==> src/rtl/core/prq_pkg.sv <==
// types and constants shared by the priority ready queue modules
package prq_pkg;

	localparam int SLOT_W = 6;
	localparam int PRIO_W = 3;
	localparam int CNT_W  = 7;

	// widest slot index space that the slot field can address
	localparam int SLOT_SPACE = 64;

	// least urgent priority, larger numbers are saturated to it
	localparam logic [PRIO_W:0] LEAST_URGENT = 4'd6;

	localparam logic MODE_INSERT = 1'b0;
	localparam logic MODE_REMOVE = 1'b1;

	typedef enum logic [1:0] {
		ERR_OK     = 2'd0,
		ERR_DUP    = 2'd1,
		ERR_ABSENT = 2'd2
	} error_code_t;

	typedef struct packed {
		logic              mode;
		logic [SLOT_W-1:0] task_slot;
		logic [PRIO_W-1:0] task_priority;
	} req_t;

	typedef struct packed {
		logic [SLOT_W-1:0] head_slot;
		logic              head_valid;
		logic [1:0]        error_code;
		logic [CNT_W-1:0]  queued_count;
	} rsp_t;

	// one queue entry as held in the order memory
	typedef struct packed {
		logic [SLOT_W-1:0] slot;
		logic [PRIO_W-1:0] prio;
	} entry_t;

	// commands from the controller to the datapath
	typedef struct packed {
		logic load;
		logic ins_rd;
		logic ins_step;
		logic ins_put;
		logic rem_rd;
		logic rem_step;
		logic rem_end;
		logic emit;
	} dp_cmd_t;

	// status from the datapath to the controller
	typedef struct packed {
		error_code_t chk_err;
		logic        mode;
		logic        len_zero;
		logic        shift_ok;
		logic        ptr_one;
		logic        rem_last;
		logic        out_free;
	} dp_stat_t;

endpackage

==> src/rtl/core/prq_datapath.sv <==
// order memory, presence bits, scan pointer and result register of the ready queue
module prq_datapath #(
	parameter int SLOT_COUNT = 64
) (
	input  logic            clk,
	input  logic            arst_n,
	input  prq_pkg::req_t   req_data,
	input  prq_pkg::dp_cmd_t cmd,
	output prq_pkg::dp_stat_t stat,
	output prq_pkg::rsp_t   rsp_data,
	output logic            rsp_valid,
	input  logic            rsp_ready
);
	import prq_pkg::*;

	localparam int DEPTH = (SLOT_COUNT < SLOT_SPACE) ? SLOT_COUNT : SLOT_SPACE;
	localparam int AW    = (DEPTH > 1) ? $clog2(DEPTH) : 1;

	entry_t              mem [DEPTH];
	entry_t              rdata_q;
	logic [DEPTH-1:0]    present_q;
	logic [SLOT_W-1:0]   slot_q;
	logic [PRIO_W-1:0]   prio_q;
	error_code_t         err_q;
	logic [CNT_W-1:0]    ptr_q;
	logic [CNT_W-1:0]    len_q;
	logic                found_q;
	logic [SLOT_W-1:0]   head_q;
	rsp_t                rsp_q;
	logic                rsp_valid_q;

	logic [CNT_W-1:0]    ptr_dec;
	logic                in_range;
	logic [AW-1:0]       req_idx;
	logic [PRIO_W-1:0]   prio_sat;
	error_code_t         chk_err;
	logic                rd_en;
	logic [AW-1:0]       rd_addr;
	logic                wr_en;
	logic [AW-1:0]       wr_addr;
	entry_t              wr_data;

	assign ptr_dec  = ptr_q - CNT_W'(1);
	assign in_range = {3'b000, req_data.task_slot} < 9'(SLOT_COUNT);
	assign req_idx  = req_data.task_slot[AW-1:0];

	// saturate the priority to the least urgent level
	assign prio_sat = ({1'b0, req_data.task_priority} > LEAST_URGENT) ?
		LEAST_URGENT[PRIO_W-1:0] : req_data.task_priority;

	// error check of the incoming transaction against the present state
	always_comb begin
		chk_err = ERR_OK;
		if (!in_range) begin
			chk_err = ERR_ABSENT;
		end else if (req_data.mode == MODE_INSERT) begin
			if (present_q[req_idx] || (len_q >= CNT_W'(DEPTH)))
				chk_err = ERR_DUP;
		end else if (!present_q[req_idx]) begin
			chk_err = ERR_ABSENT;
		end
	end

	// memory port selection
	always_comb begin
		rd_en   = cmd.ins_rd || cmd.rem_rd;
		rd_addr = cmd.ins_rd ? ptr_dec[AW-1:0] : ptr_q[AW-1:0];
		wr_en   = 1'b0;
		wr_addr = ptr_q[AW-1:0];
		wr_data = rdata_q;
		if (cmd.ins_step) begin
			wr_en = 1'b1;
		end else if (cmd.ins_put) begin
			wr_en   = 1'b1;
			wr_data = '{slot: slot_q, prio: prio_q};
		end else if (cmd.rem_step && found_q) begin
			wr_en   = 1'b1;
			wr_addr = ptr_dec[AW-1:0];
		end
	end

	// order memory, one write and one registered read a cycle
	always_ff @(posedge clk) begin
		if (wr_en)
			mem[wr_addr] <= wr_data;
		if (rd_en)
			rdata_q <= mem[rd_addr];
	end

	// copy of the front entry's slot
	always_ff @(posedge clk) begin
		if (wr_en && (wr_addr == '0))
			head_q <= wr_data.slot;
	end

	// captured transaction fields
	always_ff @(posedge clk) begin
		if (cmd.load) begin
			slot_q <= req_data.task_slot;
			prio_q <= prio_sat;
			err_q  <= chk_err;
		end
	end

	// scan pointer, length, presence bits and match flag
	always_ff @(posedge clk or negedge arst_n) begin
		if (!arst_n) begin
			ptr_q     <= '0;
			len_q     <= '0;
			present_q <= '0;
			found_q   <= 1'b0;
		end else begin
			if (cmd.load) begin
				ptr_q   <= (req_data.mode == MODE_REMOVE) ? '0 : len_q;
				found_q <= 1'b0;
			end
			if (cmd.ins_step)
				ptr_q <= ptr_dec;
			if (cmd.rem_step) begin
				ptr_q   <= ptr_q + CNT_W'(1);
				found_q <= found_q || (rdata_q.slot == slot_q);
			end
			if (cmd.ins_put) begin
				len_q                   <= len_q + CNT_W'(1);
				present_q[slot_q[AW-1:0]] <= 1'b1;
			end
			if (cmd.rem_end) begin
				len_q                   <= len_q - CNT_W'(1);
				present_q[slot_q[AW-1:0]] <= 1'b0;
			end
		end
	end

	// result register
	always_ff @(posedge clk or negedge arst_n) begin
		if (!arst_n) begin
			rsp_valid_q <= 1'b0;
		end else if (cmd.emit) begin
			rsp_valid_q <= 1'b1;
		end else if (rsp_ready) begin
			rsp_valid_q <= 1'b0;
		end
	end

	always_ff @(posedge clk) begin
		if (cmd.emit) begin
			rsp_q.head_slot    <= (len_q != '0) ? head_q : '0;
			rsp_q.head_valid   <= (len_q != '0);
			rsp_q.error_code   <= err_q;
			rsp_q.queued_count <= len_q;
		end
	end

	assign rsp_data  = rsp_q;
	assign rsp_valid = rsp_valid_q;

	// status towards the controller
	assign stat.chk_err  = chk_err;
	assign stat.mode     = req_data.mode;
	assign stat.len_zero = (len_q == '0);
	assign stat.shift_ok = (rdata_q.prio > prio_q);
	assign stat.ptr_one  = (ptr_q == CNT_W'(1));
	assign stat.rem_last = ((ptr_q + CNT_W'(1)) == len_q);
	assign stat.out_free = !rsp_valid_q || rsp_ready;

endmodule

==> config.mk <==
export PLATFORM = sky130hd
export DESIGN_NAME = prq_datapath
export DESIGN_NICKNAME = d
export VERILOG_FILES = /design/src/rtl/core/prq_pkg.sv /design/src/rtl/core/prq_datapath.sv
export SDC_FILE = /design/constraint.sdc
export NUM_CORES = 1
export LEC_CHECK = 0
export BUFFER_PORTS_ARGS = -buffer_cell sky130_fd_sc_hd__clkbuf_2
export CORE_AREA = 2 2 278 253
export DETAILED_ROUTE_END_ITERATION = 10
export DIE_AREA = 0 0 280 255
export PLACE_DENSITY = 0.65
export RECOVER_POWER = 25
export REMOVE_ABC_BUFFERS = 1
export SYNTH_ARGS = -nofsm -noshare
export SYNTH_HDL_FRONTEND = slang
export SYNTH_SLANG_ARGS = --single-unit
==> constraint.sdc <==
create_clock -name clk -period 4.75 [get_ports clk]
set_clock_uncertainty 0.15 [all_clocks]
set_input_delay 1.425 -clock clk [delete_from_list [all_inputs] [get_ports clk]]
set_output_delay 1.425 -clock clk [all_outputs]
set_load 0.01 [all_outputs]
==> results.toml, run 1 <==
[sta]
setup_viol = 0
max_slew.worst_pin.slew_ns = 2.042
max_freq_mhz = 212.1
slew_headroom_pct = -36.12
fin_crit_ns = 4.715
slew_violations = 81
hold_viol_final = 0
finalCritPeriodShare_pct = 99.25
timing.final.ws_setup_ns = 0.03539
rsz0062_at_grt = "yes"
fin_hold_ws_ns = 0.2843

[power_and_ir_drop]
power_density_nw_per_um2 = 568.1
ir_drop_mv = 0.3467
power.leakage_nw = 13.52
total_power_mw = 21.52

[logic_synthesis]
netlist_area_um2 = 33920
yosysTopAreaCell = "edfxtp_1"
async_flop_share_pct = 11.46
seq_area_frac_synth_pct = 60.62
synthMuxAreaShare_pct = 20.54
postSynthCellCount = 2275
synthAdderAreaFrac_pct = 0.4648
synth_ff_type = "edfxtp_1"
synth_top_family_by_area = "multiplexers"
synth.distinct_cells = 83
synth_edf_count = 618
ys_seq_elements = 698
synth_simple_gate_area_share_pct = 5.744
synth_compound_area_share_pct = 8.522
synth_area_leaders = "edfxtp_1, mux2i_1, mux4_2"
synth_top_area_share_pct = 54.72
ys_warn_count = 0
synth_xor_area_share_pct = 0.8264
avgSynthCellArea_um2 = 14.91

[finish]
layout_common_cells = "edfxtp_1, mux2i_1, a21oi_1, buf_4, mux4_2"
nets = 2418
final_common_cell = "edfxtp_1"
fillers = 5451
diodes = 0
layout-drive-gt1-share_pct = 19.02
syn_to_final_growth_pct = 11.71

[die]
die_y_um = 255
start_util_pct = 49.19
fp-row-count = 92
coreArea_um2 = 68950
io_pins = 46
die_w_um = 280
die-area_um2 = 71400

[setup_path]
crit_path_end_kind = "primary output"
required_ns = 3.17
cp_max_fo = 3
critPathLaunchType = "input port"
arrival_ns = 3.14
path_class = "input port to primary output"

[route]
drt-pass1-iter-count = 7
drtAntennaViolNets = 0
met1_length_um = 36280
drc = 0
drt_iter0_drc = 2095
wl_um = 86130
top_layer = "met4"
avgRoutedWirePerCell_um = 25.80
met3_length_um = 6530
vias_per_cell = 6.373
num_vias = 21270
wl_met2_um = 40380

[global_route]
grt_pass1_wl_um = 129600
grt_pass1_vias = 20870
grt_start_max_net_pins = 103
grt_overflow = 0
grt_usage_pct = 24.14
antenna_found_initial = 1

[placed_design]
dp_slack_ns = -0.05648
hpwlAfterDp_um = 55700
portBuffers = 45
gp_congestion = 0.9083

[clock_network]
ctsRootBufferMaster = "clkbuf_16"
cts_tree = "done"
path_clk_slew_ns = 0.06
ctsLongestPathBuffers = 3
cts-htree-levels = 3
cts_buffers = 75
clock-sinks = 698
insertion_delay_ns = 0.63

[outcome]
outcome = "finished with violations"
violations = "max-capacitance violations, max-slew violations"

[flow_run]
drv_cap = 1

[hold_path]
min_path_type = "flop to flop"
## cell type report
cell class | count | area [um2] | area share (%)
clock inverter | 35 | 272.8 | 0.7199
timing repair buffer | 201 | 1484 | 3.917
multi-input combinational | 1388 | 12310 | 32.50
inverter | 21 | 78.83 | 0.2081
clock buffer | 102 | 2052 | 5.416
sequential | 698 | 20570 | 54.29
tap | 893 | 1117 | 2.949
## cell families (layout without fill, tap and decap cells)
family | count (synthesis) | in the layout
flip-flops | 698 | 698
multiplexers | 519 | 519
AO/OA/AOI/OAI | 442 | 442
AND/OR/NAND/NOR | 383 | 383
buffers and inverters | 189 | 359
XOR/XNOR | 32 | 32
adder cells (fa/ha/maj) | 12 | 12
## synthesized netlist by cell type, types with 4 or more instances
| library cell | n |
|---|---|
| a211o_1 | 7 |
| a21o_1 | 8 |
| buf_6 | 23 |
| a31oi_1 | 5 |
| o22ai_1 | 98 |
| xnor2_1 | 23 |
| or3_1 | 10 |
| a211oi_1 | 7 |
| mux4_2 | 140 |
| a221oi_1 | 19 |
| nor2b_1 | 5 |
| o21ai_1 | 4 |
| mux2i_1 | 364 |
| buf_2 | 50 |
| mux2_2 | 15 |
| o31ai_1 | 5 |
| inv_1 | 19 |
| nand2b_1 | 18 |
| a221o_1 | 18 |
| nor2_1 | 115 |
| a22oi_1 | 43 |
| buf_4 | 39 |
| xor2_1 | 9 |
| a22o_1 | 10 |
| edfxtp_1 | 618 |
| dfrtp_1 | 80 |
| nand4b_1 | 4 |
| ha_1 | 11 |
| nand3_1 | 44 |
| a21oi_1 | 166 |
| buf_1 | 6 |
| nand2_1 | 56 |
| and2_1 | 8 |
| nor3_1 | 62 |
| o21ai_0 | 19 |
| nor3b_1 | 9 |
| a222oi_1 | 7 |
| clkbuf_1 | 48 |
| nand4_1 | 19 |
## through the flow
stage	instance area, um2	util [%]	setup TNS, ns	std cells
floorplan	32880	-	-6839.32	2107
global placement	35560	51.57	-0.02894	3200
detailed placement	35560	51.57	-0.09781	3200
CTS	37910	54.98	0	3338
global route	37890	54.95	-0.003983	3338
finish	37890	54.95	0	3338
## sequential cells by signal (all words and copies together) (netlist names), 6 cells and up
| register | flops |
|---|---|
| len_q | 7 |
| rdata_q | 9 |
| mem | 576 |
| slot_q | 6 |
| present_q | 64 |
| rsp_data | 16 |
| head_q | 6 |
| ptr_q | 7 |
## worst max-delay path, stage by stage
cell and delay [ns]:
buf_8 0.09, mux4_2 0.50, mux2_2 0.27, or3_1 0.30, nand4_1 0.12, o21ai_2 0.09, o21a_1 0.20, buf_2 0.14
## timing repair
action / 4_1_cts / 5_1_grt
pin swaps: 4 / 2
buffers inserted: 1 / 0
hold buffers: 0 / 0
gates resized for setup: 5 / 9
setup endpoints to repair: 2 / 2
## per-layer routing
| layer | track usage [%] | vias up |
|---|---|---|
| li1 | - | 9373 |
| met1 | 33.39 | 10880 |
| met4 | 8.755 | 0 |
| met2 | 38.50 | 845 |
| met5 | 0 | - |
| met3 | 4.464 | 176 |
## power breakdown
group / switching [mW] / internal (mW) / leakage [nW]
logic: 4.63 / 2.96 / 5.78
registers: 0.430 / 7.93 / 6.61
clock network: 2.37 / 3.20 / 1.13
total: 7.43 / 14.1 / 13.5
## path summary, 6_finish.rpt
path / depth (start not counted) / slack [ns] / end / from
max: 8 / 0.04 / stat[6] / req_data[3]
min: 0 / 0.28 / rsp_data[8] / err_q[1]
max reg2reg: 11 / 0.72 / rdata_q[5] / ptr_q[1]
min reg2reg: 0 / 0.28 / rsp_data[8] / err_q[1]
max in group asynchronous: 1 / 1.77 / ptr_q[1] / arst_n
min in group asynchronous: 1 / 1.21 / present_q[9] / arst_n
No activity file was read; power rests on OpenSTA's default activity.
==> inputs of run 2 (changes only) <==
CTS_BUF_LIST = sky130_fd_sc_hd__clkbuf_4   (was unset)
==> results.toml, run 2 (same netlist as run 1, synthesis figures left out) <==
[outcome]
outcome = "finished with violations"
violations = "max-capacitance violations, max-slew violations"

[global_route]
grt_usage_pct = 24.80
grt_pass1_vias = 21870
grt_overflow = 0
grt_start_max_net_pins = 103
antenna_found_initial = 3
grt_pass1_wl_um = 132300

[die]
die-area_um2 = 71400
io_pins = 46
fp-row-count = 92
die_y_um = 255
coreArea_um2 = 68950
start_util_pct = 49.19
die_w_um = 280

[setup_path]
required_ns = 3.17
arrival_ns = 3.12
rr_startpoint = "ptr_q[0]"
crit_path_end_kind = "primary output"
critPathLaunchType = "input port"
crit_path_start = "req_data[3]"
path_class = "input port to primary output"
cp_max_fo = 3

[hold_path]
min_path_type = "flop to flop"
worstHoldStart = "err_q[1]"

[sta]
max_freq_mhz = 213.2
slew_headroom_pct = -35.43
fin_crit_ns = 4.692
max_slew.worst_pin.slew_ns = 2.032
setup_viol = 0
slew_violations = 98
hold_viol_final = 0
rsz0062_at_grt = "yes"
finalCritPeriodShare_pct = 98.77
timing.final.ws_setup_ns = 0.05849
tns_ns = 0
fin_hold_ws_ns = 0.2965

[power_and_ir_drop]
switching_share_pct = 35.78
power.leakage_nw = 13.91
ir_drop_mv = 0.3386
pwr-share-seq_pct = 39.1
pwr-share-clk_pct = 23.8
combPwrFrac_pct = 37.1
power_density_nw_per_um2 = 557.5
p_int_mw = 13.64
switchingPower_mw = 7.598

[clock_network]
path_clk_slew_ns = 0.07
clock-sinks = 698
cts-htree-levels = 4
cts_tree = "done"
ctsLongestPathBuffers = 3
cts_hold_buf = 0
ctsRootBufferMaster = "clkbuf_4"
insertion_delay_ns = 1.02
cts_buffers = 179

[placed_design]
dp_slack_ns = -0.05648
portBuffers = 45
hpwlAfterDp_um = 55700
gp_congestion = 0.9083

[finish]
nets = 2535
syn_to_final_growth_pct = 12.33
multi_input_area_um2 = 12330
layout-drive-gt1-share_pct = 25.53
layout_common_cells = "edfxtp_1, mux2i_1, clkbuf_4, a21oi_1, buf_4"
fillers = 5565
final_common_cell = "edfxtp_1"
top_register = "mem"
postLayoutCoreUtil_pct = 55.25
largest_reg_flops = 576
regArea_um2 = 20570

[route]
vias_per_cell = 6.270
avgRoutedWirePerCell_um = 24.84
drtAntennaViolNets = 0
wl_um = 87820
drc = 0
drt-pass1-iter-count = 7
drt_iter0_drc = 1929
num_vias = 22160

[flow_run]
drv_cap = 2
## run 2: what timing repair did
action,4_1_cts,5_1_grt
endpoints found under the setup margin,4,3
resized for setup,20,7
setup buffers,8,3
pin swaps,8,4
gates cloned,3,0
## run 2: area by class of cell
type / instances / share of cell area [%]
antenna: 6 / 0.03941
clock buffer: 254 / 5.005
clock inverter: 61 / 0.8769
inverter: 21 / 0.2168
multi-input combinational: 1388 / 32.36
sequential: 698 / 53.99
tap: 893 / 2.933
timing repair buffer: 214 / 4.572
## run 2: path summary, 6_finish.rpt
| path | cells after the start | end | slack (ns) |
|---|---|---|---|
| worst max-delay path | 8 | stat[6] | 0.06 |
| worst min-delay path | 0 | rsp_data[8] | 0.30 |
| worst max register to register | 9 | rdata_q[7] | 0.79 |
| worst min register to register | 0 | rsp_data[8] | 0.30 |
| max in group asynchronous | 1 | ptr_q[1] | 2.15 |
| min in group asynchronous | 1 | present_q[9] | 0.82 |
## run 2: power by group through the flow
stage	Clock, mW	Combinational (mW)	Sequential, mW
after global placement	0	7.39	8.44
after detailed placement	0	7.52	8.47
after CTS	5.17	7.78	8.32
final	5.04	7.88	8.31
after global routing	5.50	8.38	8.36
after floorplan	0	5.41	8.71
## run 2: worst max-delay path, cell delays in order
cell,delay (ns)
buf_8,0.09
mux4_2,0.48
mux2_2,0.27
or3_1,0.30
nand4_1,0.12
o21ai_2,0.09
o21a_1,0.20
buf_2,0.14
## run 2: stage by stage
stage               area [um2]  std cells  power (mW)
finish                   38100       3535       21.24
global route             38090       3532       22.24
CTS                      38070       3526       21.27
floorplan                32880       2107       14.12
global placement         35560       3200       15.83
detailed placement       35560       3200       15.99
## run 2: per-layer routing
metal / GRT usage [%] / part of all wire (%)
met5: 0 / 0
met1: 33.33 / 41
met4: 11.17 / 3.7
met2: 38.91 / 47
met3: 5.568 / 8.1
