<file path="config.mk">
export PLATFORM = sky130hd
export DESIGN_NAME = prq_ctrl
export DESIGN_NICKNAME = d
export VERILOG_FILES = /design/src/rtl/core/prq_pkg.sv /design/src/rtl/core/prq_ctrl.sv
export SDC_FILE = /design/constraint.sdc
export NUM_CORES = 1
export LEC_CHECK = 0
export ABC_AREA = 1
export BUFFER_PORTS_ARGS = -buffer_cell sky130_fd_sc_hd__buf_2
export CAP_MARGIN = 0
export CORE_MARGIN = 4
export CORE_UTILIZATION = 35
export CTS_BUF_LIST = sky130_fd_sc_hd__clkbuf_16
export CTS_CLUSTER_SIZE = 24
export DETAILED_ROUTE_END_ITERATION = 8
export GPL_TIMING_DRIVEN = 1
export PLACE_DENSITY_LB_ADDON = 0.12
export SLEW_MARGIN = 15
export SYNTH_ARGS = -nofsm -noshare
export SYNTH_HDL_FRONTEND = slang
export SYNTH_SLANG_ARGS = --single-unit
</file>
<file path="constraint.sdc">
create_clock -name clk -period 1.5 [get_ports clk]
set_clock_uncertainty 0.1 [all_clocks]
set_input_delay 0.075 -clock clk [delete_from_list [all_inputs] [get_ports clk]]
set_output_delay 0.075 -clock clk [all_outputs]
set_load 0.03 [all_outputs]
</file>
<file path="src/rtl/core/prq_pkg.sv">
// types and constants shared by the priority ready queue modules
package prq_pkg;

	localparam int SLOT_W = 6;
	localparam int PRIO_W = 3;
	localparam int CNT_W  = 7;

	// widest slot index space that the slot field can address
	localparam int SLOT_SPACE = 64;

	// least urgent priority, larger numbers are saturated to it
	localparam logic [PRIO_W:0] LEAST_URGENT = 4'd6;

	localparam logic MODE_INSERT = 1'b0;
	localparam logic MODE_REMOVE = 1'b1;

	typedef enum logic [1:0] {
		ERR_OK     = 2'd0,
		ERR_DUP    = 2'd1,
		ERR_ABSENT = 2'd2
	} error_code_t;

	typedef struct packed {
		logic              mode;
		logic [SLOT_W-1:0] task_slot;
		logic [PRIO_W-1:0] task_priority;
	} req_t;

	typedef struct packed {
		logic [SLOT_W-1:0] head_slot;
		logic              head_valid;
		logic [1:0]        error_code;
		logic [CNT_W-1:0]  queued_count;
	} rsp_t;

	// one queue entry as held in the order memory
	typedef struct packed {
		logic [SLOT_W-1:0] slot;
		logic [PRIO_W-1:0] prio;
	} entry_t;

	// commands from the controller to the datapath
	typedef struct packed {
		logic load;
		logic ins_rd;
		logic ins_step;
		logic ins_put;
		logic rem_rd;
		logic rem_step;
		logic rem_end;
		logic emit;
	} dp_cmd_t;

	// status from the datapath to the controller
	typedef struct packed {
		error_code_t chk_err;
		logic        mode;
		logic        len_zero;
		logic        shift_ok;
		logic        ptr_one;
		logic        rem_last;
		logic        out_free;
	} dp_stat_t;

endpackage

</file>
<file path="src/rtl/core/prq_ctrl.sv">
// sequencer that steps the datapath through an insert or remove scan
module prq_ctrl (
	input  logic              clk,
	input  logic              arst_n,
	input  logic              req_valid,
	output logic              req_ready,
	output prq_pkg::dp_cmd_t  cmd,
	input  prq_pkg::dp_stat_t stat
);
	import prq_pkg::*;

	typedef enum logic [7:0] {
		ST_IDLE    = 8'b0000_0001,
		ST_INS_RD  = 8'b0000_0010,
		ST_INS_CMP = 8'b0000_0100,
		ST_INS_PUT = 8'b0000_1000,
		ST_REM_RD  = 8'b0001_0000,
		ST_REM_CMP = 8'b0010_0000,
		ST_REM_END = 8'b0100_0000,
		ST_FIN     = 8'b1000_0000
	} state_t;

	state_t state_q;
	state_t state_d;

	assign req_ready = (state_q == ST_IDLE);

	// next state and datapath commands
	always_comb begin
		state_d = state_q;
		cmd     = '0;
		unique case (state_q)
			ST_IDLE: begin
				if (req_valid) begin
					cmd.load = 1'b1;
					if (stat.chk_err != ERR_OK)
						state_d = ST_FIN;
					else if (stat.mode == MODE_REMOVE)
						state_d = ST_REM_RD;
					else if (stat.len_zero)
						state_d = ST_INS_PUT;
					else
						state_d = ST_INS_RD;
				end
			end
			ST_INS_RD: begin
				cmd.ins_rd = 1'b1;
				state_d    = ST_INS_CMP;
			end
			ST_INS_CMP: begin
				if (stat.shift_ok) begin
					cmd.ins_step = 1'b1;
					state_d      = stat.ptr_one ? ST_INS_PUT : ST_INS_RD;
				end else begin
					state_d = ST_INS_PUT;
				end
			end
			ST_INS_PUT: begin
				cmd.ins_put = 1'b1;
				state_d     = ST_FIN;
			end
			ST_REM_RD: begin
				cmd.rem_rd = 1'b1;
				state_d    = ST_REM_CMP;
			end
			ST_REM_CMP: begin
				cmd.rem_step = 1'b1;
				state_d      = stat.rem_last ? ST_REM_END : ST_REM_RD;
			end
			ST_REM_END: begin
				cmd.rem_end = 1'b1;
				state_d     = ST_FIN;
			end
			ST_FIN: begin
				if (stat.out_free) begin
					cmd.emit = 1'b1;
					state_d  = ST_IDLE;
				end
			end
			default: begin
				state_d = ST_IDLE;
			end
		endcase
	end

	// state register
	always_ff @(posedge clk or negedge arst_n) begin
		if (!arst_n)
			state_q <= ST_IDLE;
		else
			state_q <= state_d;
	end

endmodule
</file>
==> qor.txt, run 1 <==
switching part of the total: 0.394
Syn Inst Count: 90
H-tree levels: 1
type of element capturing the critical path: output pin
fillers: 154
worst-skew pair later-pin latency: 0.23 ns
max reg flops: 8
largest reg by FF count: state_q
largest net degree at the start of global routing: 9
CTS tree: yes
biggest regs: state_q x8
register share of total power: 0.213
crit path time final: 1.49 ns
Slew headroom: 0.879
Pre-antenna DRT Iters: 4
Leak: 0.508 nW
Final Slew Violations: 0
total CTS buffers: 3
Avg WL per Cell: 10.8 um
I/O pin count: 20
Crit Path Max Fanout: 4
outcome: finished clean
vias post-DR: 618
Placement Cell Area: 694 um^2
register area share after synthesis: 0.351
Yosys cell types: 17
syn_area_per_cell: 6.38 um^2
min-delay src: stat[4]
GPL Wtd Cong: 0.777
Yosys reg bits: 8
first-pass GRT wire length: 2.47 mm
CP delay by family, top: flip-flops
Bufs and invs on worst path: 1
Syn Nets: 101
HP Class: in2reg
FF-to-FF setup slack: 0.16 ns
top_reg_cell synth: dfrtp_1
DRC: 0
combinational share of power: 0.462
synth top area cells: dfrtp_1 (31%), nor2_1 (12%), nand2_1 (10%), inv_1 (7.8%), nand2_2 (5.4%)
Ys Warns: 0
hold path cells: 3
Post-synth ARST share: 1.00
top-count cell post-synth: nor2_1
Min-Delay Endpoint: state_q[3]
Die Y: 48.5 um
final period utilization: 0.996
critical setup path kind: reg2out
Post-synth top cells: nor2_1 (18), nand2_1 (16), inv_1 (12), dfrtp_1 (7), inv_2 (7)
worst reg-to-reg path cell count: 7
core area: 1520 um^2
GR Overflow Total: 0
root buffer cell: clkbuf_16
ant diodes: 0
critical-path cell list: nand2_2 > nor2_4 > nand2_4 > nor2_4 > buf_6
Die W: 48.5 um
Cell Int Power: 0.000855 W
Worst VDD drop: 0.901 mV
Clk network pwr share: 0.325
fmax: 0.670 GHz
via/cell ratio: 4.72
RSZ-0062 raised after global routing: true
area leader, netlist: dfrtp_1
Most Frequent Cell on Critical Path: nor2_4
number of setup violations in the final report: 0
Design Area, Final: 868 um^2
top cell type's share of synthesized area: 0.305
WP data arrival: 1.32 ns
row cnt: 14
Synth Cell Area: 574 um^2
initial DRC count: 7
initial antenna violation count: 0
initial core utilization: 0.377
Worst Path Required: 1.32 ns
die area: 2350 um^2
worst slew pin tran: 0.181 ns
switching pwr: 0.000556 W
Critical R2R Capture: state_q[0]
Layout Nets: 127
number of global-route vias before repair: 609
clk sinks: 8
Post-synth EDFFs: 0
clock buffer depth: 2
slowest CP cell: dfstp_2
PwrDens: 1620 nW/um^2
layout cells sized above 1: 0.452
crit-path max cell delay: 0.54 ns
gr usage total: 0.133
Syn-to-layout area delta: 51.2%
clock-pin slew on the worst setup and hold paths: 0.04 ns
reg2reg start: state_q[0]
Final HPWL DP: 1.14 mm
Post CTS Setup Buffer Count: 0
Worst setup SP type: register
max_cap viols: 0
routed wire length: 1.42 mm
final hold violations: 0
total power draw: 0.00141 W
remaining antenna violation count after routing: 0
IO Port Bufs: 19
## logic make-up (layout without fill, tap and decap cells)
logic type / after synthesis / after routing / synth area share
buffers and inverters: 21 / 46 / 0.139
and+or+nand+nor: 56 / 56 / 0.466
AOI/OAI and AO/OA: 5 / 5 / 0.0436
DFF: 8 / 8 / 0.351
## cells in the final DEF, fill, tap and decap left out, types with 3 or more instances in the layout
cell	instances
a21oi_1	3
buf_2	12
buf_4	3
buf_6	3
clkbuf_16	3
dfrtp_1	6
inv_1	12
inv_2	8
nand2_1	12
nand2_2	7
nand3_1	6
nor2_1	16
nor2_4	5
## worst max path at each step
| stage | from | endpoint | slack, ns | cells after the start |
|---|---|---|---|---|
| 6_report | state_q[0] | cmd[7] | 0.006 | 5 |
| 5_1_grt | state_q[6] | cmd[7] | -0.04 | 6 |
| 4_1_cts | state_q[0] | cmd[7] | -0.005 | 5 |
| 3_5_place_dp | state_q[0] | state_q[0] | 0.18 | 7 |
| 3_3_place_gp | state_q[0] | state_q[0] | 0.18 | 7 |
| 2_1_floorplan | state_q[0] | cmd[7] | 0.11 | 4 |
## cell type report
| type | instances | area, um^2 | share of cell area |
|---|---|---|---|
| clock buffers | 3 | 75.1 | 0.0865 |
| clock inverters | 1 | 3.75 | 0.00432 |
| inverters | 21 | 80.1 | 0.0922 |
| multi-input cells | 61 | 343 | 0.395 |
| flip-flops and latches | 8 | 203 | 0.233 |
| well taps | 16 | 20.0 | 0.0231 |
| repair buffers | 21 | 144 | 0.166 |
## power by group through the flow
stage | Sequential, W | Combinational, W | Clock [W]
4_1_cts | 0.000290 | 0.000551 | 0.000457
3_3_place_gp | 0.000292 | 0.000528 | 0
2_1_floorplan | 0.000287 | 0.000415 | 0
5_1_grt | 0.000308 | 0.000714 | 0.000469
6_report | 0.000300 | 0.000652 | 0.000459
3_5_place_dp | 0.000292 | 0.000531 | 0
## layer usage
| layer | global-route usage | wire length, um | up-vias |
|---|---|---|---|
| li1 | - | - | 321 |
| met1 | 0.150 | 572 | 271 |
| met2 | 0.220 | 685 | 21 |
| met3 | 0.0245 | 108 | 5 |
| met4 | 0.0942 | 49 | 0 |
| met5 | 0 | 0 | - |
## stage by stage
step / util / hold slack [ns] / setup TNS, ns / setup WS [ns] / std cells
CTS: 0.525 / 0.0192 / -0.00522 / -0.00522 / 131
floorplan: - / -0.321 / 0 / 0.106 / 90
global route: 0.570 / 0.0373 / -0.103 / -0.0436 / 131
global placement: 0.456 / -0.176 / 0 / 0.183 / 125
finish: 0.570 / 0.0133 / 0 / 0.00636 / 131
detailed placement: 0.456 / -0.171 / 0 / 0.184 / 125
## worst register-to-register path, cell delays in order (launching register included)
cell	delay, ns
dfstp_2	0.54
nand2_2	0.07
nor2_4	0.14
nand3_2	0.12
nand2_2	0.14
inv_2	0.04
nand3_1	0.07
nand2_1	0.05
## what timing repair did
item,4_1_cts,5_1_grt
endpoints found under the setup margin,3,9
hold endpoints to repair,9,0
cloned,0,0
gates resized for setup,3,24
hold buffers,2,0
pin swaps,2,7
Power figures use the tool's default switching activity.
==> run 2, diff against run 1 <==
- HOLD_SLACK_MARGIN: not set -> 0.12
==> run 2 against run 1 <==
Sequential share of layout area fell by 1.7 points; fmax barely moved; design area increased by 8.1%; die area did not move; critical path type unchanged; highest routed layer unchanged.
==> qor.txt, run 2 (same netlist as run 1, synthesis figures left out) <==
commonest non-fill, non-tap cells in the layout: nor2_1 (16), inv_1 (12), nand2_1 (12), buf_2 (12), dlygate4sd3_1 (9)
Avg WL per Cell: 10.9 um (+0.49%)
first-pass GRT wire length: 2.62 mm (+6.2%)
routed wire length: 1.50 mm (+5.9%)
layout cells sized above 1: 0.426 (-0.0259)
WP data arrival: 1.32 ns (about the same)
Placement Cell Area: 694 um^2 (unchanged)
clock buffer depth: 2 (unchanged)
fmax: 0.669 GHz (about the same)
Worst VDD drop: 0.894 mV (-0.77%)
Worst setup SP type: register
Top Metal Used: met4
largest reg by FF count: state_q
H-tree levels: 1 (unchanged)
die area: 2350 um^2 (unchanged)
root buffer cell: clkbuf_16
fillers: 136 (-12%)
Pre-antenna DRT Iters: 4 (unchanged)
via/cell ratio: 4.64 (-1.7%)
Layout Nets: 134 (+5.5%)
PwrDens: 1520 nW/um^2 (-6.4%)
number of global-route vias before repair: 631 (+3.6%)
final hold violations: 0 (unchanged)
remaining antenna violation count after routing: 0 (unchanged)
Worst Path Required: 1.32 ns (about the same)
Die W: 48.5 um (unchanged)
core area: 1520 um^2 (unchanged)
vias post-DR: 640 (+3.6%)
Leak: 0.538 nW (+5.9%)
row cnt: 14 (unchanged)
worst slew pin tran: 0.181 ns (+0.000568 ns)
initial DRC count: 7 (unchanged)
HP Class: in2async
IO Port Bufs: 19 (unchanged)
post-layout util: 0.616 (+0.0460)
largest net degree at the start of global routing: 9 (unchanged)
Design Area, Final: 938 um^2 (+8.1%)
clock-pin slew on the worst setup and hold paths: 0.04 ns (about the same)
gr usage total: 0.141 (+0.00825)
Final HPWL DP: 1.14 mm (unchanged)
max_cap viols: 0 (unchanged)
FF-to-FF setup slack: 0.16 ns (about the same)
Slew headroom: 0.878 (about the same)
Syn-to-layout area delta: 63.4%
final period utilization: 0.996 (about the same)
ant diodes: 0 (unchanged)
RSZ-0062 raised after global routing: true
max reg flops: 8 (unchanged)
worst-skew pair later-pin latency: 0.23 ns (about the same)
wire length on met2: 741 um (+8.2%)
I/O pin count: 20 (unchanged)
initial antenna violation count: 0 (unchanged)
DRC: 0 (unchanged)
Post-Route M1 WL: 609 um (+6.5%)
type of element capturing the critical path: output pin
biggest regs: state_q x8
total CTS buffers: 3 (unchanged)
Crit Path Max Fanout: 4 (unchanged)
GPL Wtd Cong: 0.777 (unchanged)
GR Overflow Total: 0 (unchanged)
most common cell after layout, fill and taps aside: nor2_1
number of setup violations in the final report: 0 (unchanged)
crit path time final: 1.49 ns (+0.000151 ns)
Die Y: 48.5 um (unchanged)
critical setup path kind: reg2out
CTS tree: yes
Final Slew Violations: 0 (unchanged)
outcome: finished clean
clk sinks: 8 (unchanged)
length of routed met3 wiring: 98 um (-9.3%)
initial core utilization: 0.377 (unchanged)
==> run 2: cell types whose count changed in the layout (fill, tap and decap cells not counted), sizes merged <==
| cell | before | now |
|---|---|---|
| dlygate4sd3 | 2 | 9 |
| buf | 18 | 19 |
| clkbuf | 4 | 3 |
==> run 2: area by class of cell <==
| type | instances | area, um^2 | area share |
|---|---|---|---|
| inverters | 21 | 80.1 | 0.0853 |
| multi-input cells | 61 | 343 | 0.365 |
| flip-flops and latches | 8 | 203 | 0.216 |
| clock inverters | 1 | 3.75 | 0.00400 |
| repair buffers | 28 | 214 | 0.228 |
| clock buffers | 3 | 75.1 | 0.0800 |
| well taps | 16 | 20.0 | 0.0213 |
==> run 2: through the flow <==
step	total power, W	setup TNS [ns]	worst slack (ns)	hold slack (ns)	instances
floorplan	0.000702	0	0.106	-0.321	90
global placement	0.000819	0	0.183	-0.176	125
detailed placement	0.000823	0	0.184	-0.171	125
CTS	0.00131	-0.00522	-0.00522	0.127	138
global route	0.00151	-0.102	-0.0430	0.145	138
finish	0.00143	0	0.00621	0.112	138
==> run 2: power by group <==
part | internal [W] | switching [W]
combinational | 0.000255 | 0.000413
clock | 0.000348 | 0.000111
sequential | 0.000264 | 0.0000359
==> run 2: critical path, stage by stage, from the launching register on <==
cell	delay, ns
dfstp_2	0.54
nand2_2	0.07
nor2_4	0.14
nand2_4	0.09
nor2_4	0.11
buf_6	0.13
==> run 2: repair_timing <==
item,4_1_cts,5_1_grt
endpoints found under the setup margin,3,9
endpoints found under the hold margin,14,0
cloned,0,0
setup buffers,0,0
hold buffers,9,0
resized for setup,3,25
pin swaps,2,7
==> run 2: final timing paths <==
path,end,start,depth (start not counted)
hold reg to reg,state_q[5],state_q[5],3
max in group asynchronous,state_q[0],arst_n,2
hold / removal,state_q[4],arst_n,2
setup / recovery,cmd[7],state_q[0],5
min in group clk,state_q[3],stat[3],4
setup reg to reg,state_q[0],state_q[0],7
==> run 2: layer usage <==
layer,global-route usage,up-vias
li1,-,337
met1,0.156,277
met3,0.0276,5
met4,0.0942,0
met5,0,-
met2,0.239,21
==> run 3, diff against run 2 <==
- ABC_AREA: 1 -> 0
- GPL_ROUTABILITY_DRIVEN: not set -> 0
- HOLD_SLACK_MARGIN: 0.12 -> 0.06
==> run 3 against run 2 <==
The run now ends with negative setup slack left; clock power hardly changed; first-iteration DRC count increased by 130%; critical path depth decreased by 1.
==> qor.txt, run 3 <==
Post-synth EDFFs: 0 (unchanged)
worst slew pin tran: 0.360 ns (+0.178 ns)
pre-CTS WS: -0.172 ns (-0.356 ns)
Crit Path Max Fanout: 3 (-1)
Top Metal Used: met4
Final Slew Violations: 0 (unchanged)
outcome: finished with violations
Design Area, Final: 1290 um^2 (+37%)
number of global-route vias before repair: 790 (+25%)
Syn-to-layout area delta: 118%
total CTS buffers: 3 (unchanged)
top cell type's share of synthesized area: 0.297 (-0.00840)
die area: 2410 um^2 (+2.4%)
hold_ws: 0.115 ns (+0.00300 ns)
vias post-DR: 792 (+24%)
total power draw: 0.00191 W (+34%)
Cell Int Power: 0.00119 W (+37%)
length of routed met3 wiring: 148 um (+51%)
DRC: 0 (unchanged)
Die W: 49.1 um (+1.2%)
Layout Nets: 133 (-0.75%)
Yosys cell types: 34 (+17)
failing checks: negative setup slack
remaining antenna violation count after routing: 0 (unchanged)
biggest regs: state_q x8
Post-Route M1 WL: 1.03 mm (+68%)
clk sinks: 8 (unchanged)
Placement Cell Area: 883 um^2 (+27%)
Inst Count DP: 119 (-4.8%)
number of setup violations in the final report: 15 (+15)
worst-skew pair later-pin latency: 0.23 ns (about the same)
Synth Cell Area: 591 um^2 (+2.8%)
final hold violations: 0 (unchanged)
Pre-antenna DRT Iters: 4 (unchanged)
top_reg_cell synth: dfrtp_1
ant diodes: 0 (unchanged)
synth top area cells: dfrtp_1 (30%), nor3b_1 (6.4%), dfstp_2 (4.4%), nor2_1 (4.4%), buf_6 (3.8%)
Finished Layout Cells: 137 (-0.72%)
critical setup path kind: reg2out
syn_area_per_cell: 8.95 um^2 (+40%)
WP data arrival: 1.63 ns (+0.31 ns)
register share of total power: 0.161 (-0.049)
I/O pin count: 20 (unchanged)
Worst VDD drop: 0.977 mV (+9.2%)
fillers: 76 (-44%)
gr usage total: 0.203 (+0.0622)
Syn Nets: 77 (-24%)
CTS tree: yes
combinational share of power: 0.601 (+0.133)
switching pwr: 0.000728 W (+30%)
Worst setup SP type: register
Syn Inst Count: 66 (-27%)
clock buffer depth: 2 (unchanged)
largest reg by FF count: state_q
Slew headroom: 0.758 (-0.120)
RSZ-0062 raised after global routing: true
H-tree levels: 1 (unchanged)
IO Port Bufs: 19 (unchanged)
Yosys reg bits: 8 (unchanged)
initial DRC count: 16 (+9)
root buffer cell: clkbuf_16
GR Overflow Total: 0 (unchanged)
Ys Warns: 0 (unchanged)
wire length on met2: 1.32 mm (+78%)
final worst setup slack: -0.302 ns (-0.308 ns)
Avg WL per Cell: 18.4 um (+70%)
Clk network pwr share: 0.239 (-0.082)
PwrDens: 1490 nW/um^2 (-2.1%)
Final HPWL DP: 1.30 mm (+14%)
HP Class: in2async
Die Y: 49.1 um (+1.2%)
fmax: 0.555 GHz (-17%)
initial core utilization: 0.383 (+0.00627)
routed wire length: 2.53 mm (+69%)
Worst Path Required: 1.32 ns (about the same)
Post-synth ARST share: 1.00 (unchanged)
layout cells sized above 1: 0.711 (+0.285)
area leader, netlist: dfrtp_1
core area: 1540 um^2 (+1.1%)
clock-pin slew on the worst setup and hold paths: 0.04 ns (about the same)
first-pass GRT wire length: 3.75 mm (+43%)
largest net degree at the start of global routing: 9 (unchanged)
register area share after synthesis: 0.341 (-0.00966)
Leak: 0.571 nW (+6.0%)
most common cell after layout, fill and taps aside: buf_4
type of element capturing the critical path: output pin
crit path time final: 1.80 ns (+0.308 ns)
Post-synth top cells: dfrtp_1 (7), nor2_1 (7), nor3b_1 (5), nor3_1 (4)
via/cell ratio: 5.78 (+25%)
max reg flops: 8 (unchanged)
final period utilization: 1.20 (+0.205)
max_cap viols: 0 (unchanged)
switching part of the total: 0.381 (-0.0117)
commonest non-fill, non-tap cells in the layout: buf_4 (23), buf_6 (15), buf_2 (10)
row cnt: 14 (unchanged)
initial antenna violation count: 0 (unchanged)
run 3: changes by cell type after synthesis, moves of 3 or more:
cell / previous run / this run
and2_1: 0 / 3
inv_1: 12 / 2
inv_2: 7 / 0
nand2_1: 16 / 1
nand2_2: 5 / 0
nand3_1: 6 / 3
nor2_1: 18 / 7
nor2_2: 4 / 0
nor3b_1: 0 / 5
run 3: power groups by stage:
stage | Clock, W | Sequential (W) | Combinational, W
2_1_floorplan | 0 | 0.000290 | 0.000426
3_3_place_gp | 0 | 0.000292 | 0.000744
3_5_place_dp | 0 | 0.000291 | 0.000738
4_1_cts | 0.000467 | 0.000294 | 0.000939
5_1_grt | 0.000474 | 0.000310 | 0.00122
6_report | 0.000457 | 0.000307 | 0.00115
run 3: path summary, 6_finish.rpt:
path	from	cells past startpoint	slack (ns)	to
setup / recovery	state_q[3]	4	-0.30	cmd[5]
hold / removal	arst_n	2	0.12	state_q[6]
setup reg to reg	state_q[3]	3	-0.20	state_q[1]
hold reg to reg	state_q[5]	2	0.56	state_q[5]
max in group asynchronous	arst_n	2	0.93	state_q[0]
min in group clk	stat[6]	4	0.12	state_q[4]
run 3: critical path, cell delays in order, from the launching register on:
cell and delay, ns:
dfrtp_2 0.45, or4b_4 0.52, nor3_4 0.14, and2_4 0.16
buf_6 0.12
run 3: kinds of logic (layout without fill, tap and decap cells):
family          count (synthesis)  in the layout  share of synthesized area
compound gates                 13             13                      0.150
buf+inv                         5             60                     0.0593
flops                           8              8                      0.341
simple gates                   38             38                      0.420
xor+xnor                        2              2                     0.0297
run 3: per-stage QoR:
stage | TNS, ns | utilization
floorplan | -1.08 | -
global placement | -1.12 | 0.573
detailed placement | -1.05 | 0.573
CTS | -2.40 | 0.755
global route | -3.73 | 0.834
finish | -2.71 | 0.834
run 3: final cells by class:
| class | instances | area (um^2) | area share |
|---|---|---|---|
| clock inverter | 1 | 3.75 | 0.00292 |
| sequential | 8 | 204 | 0.159 |
| tap | 16 | 20.0 | 0.0156 |
| inverter | 2 | 7.51 | 0.00584 |
| multi-input combinational | 53 | 524 | 0.408 |
| timing repair buffer | 54 | 452 | 0.351 |
| clock buffer | 3 | 75.1 | 0.0584 |
run 3: metal layers:
metal / track usage / vias to the layer above
met4: 0.0897 / 0
met1: 0.235 / 396
met5: 0 / -
li1: - / 360
met2: 0.335 / 32
met3: 0.0673 / 4
run 3: what timing repair did:
action,CTS,global route
setup buffers,5,3
endpoints found under the hold margin,14,0
hold buffers,6,0
resized for setup,29,23
pin swaps,5,9
setup endpoints to repair,14,16
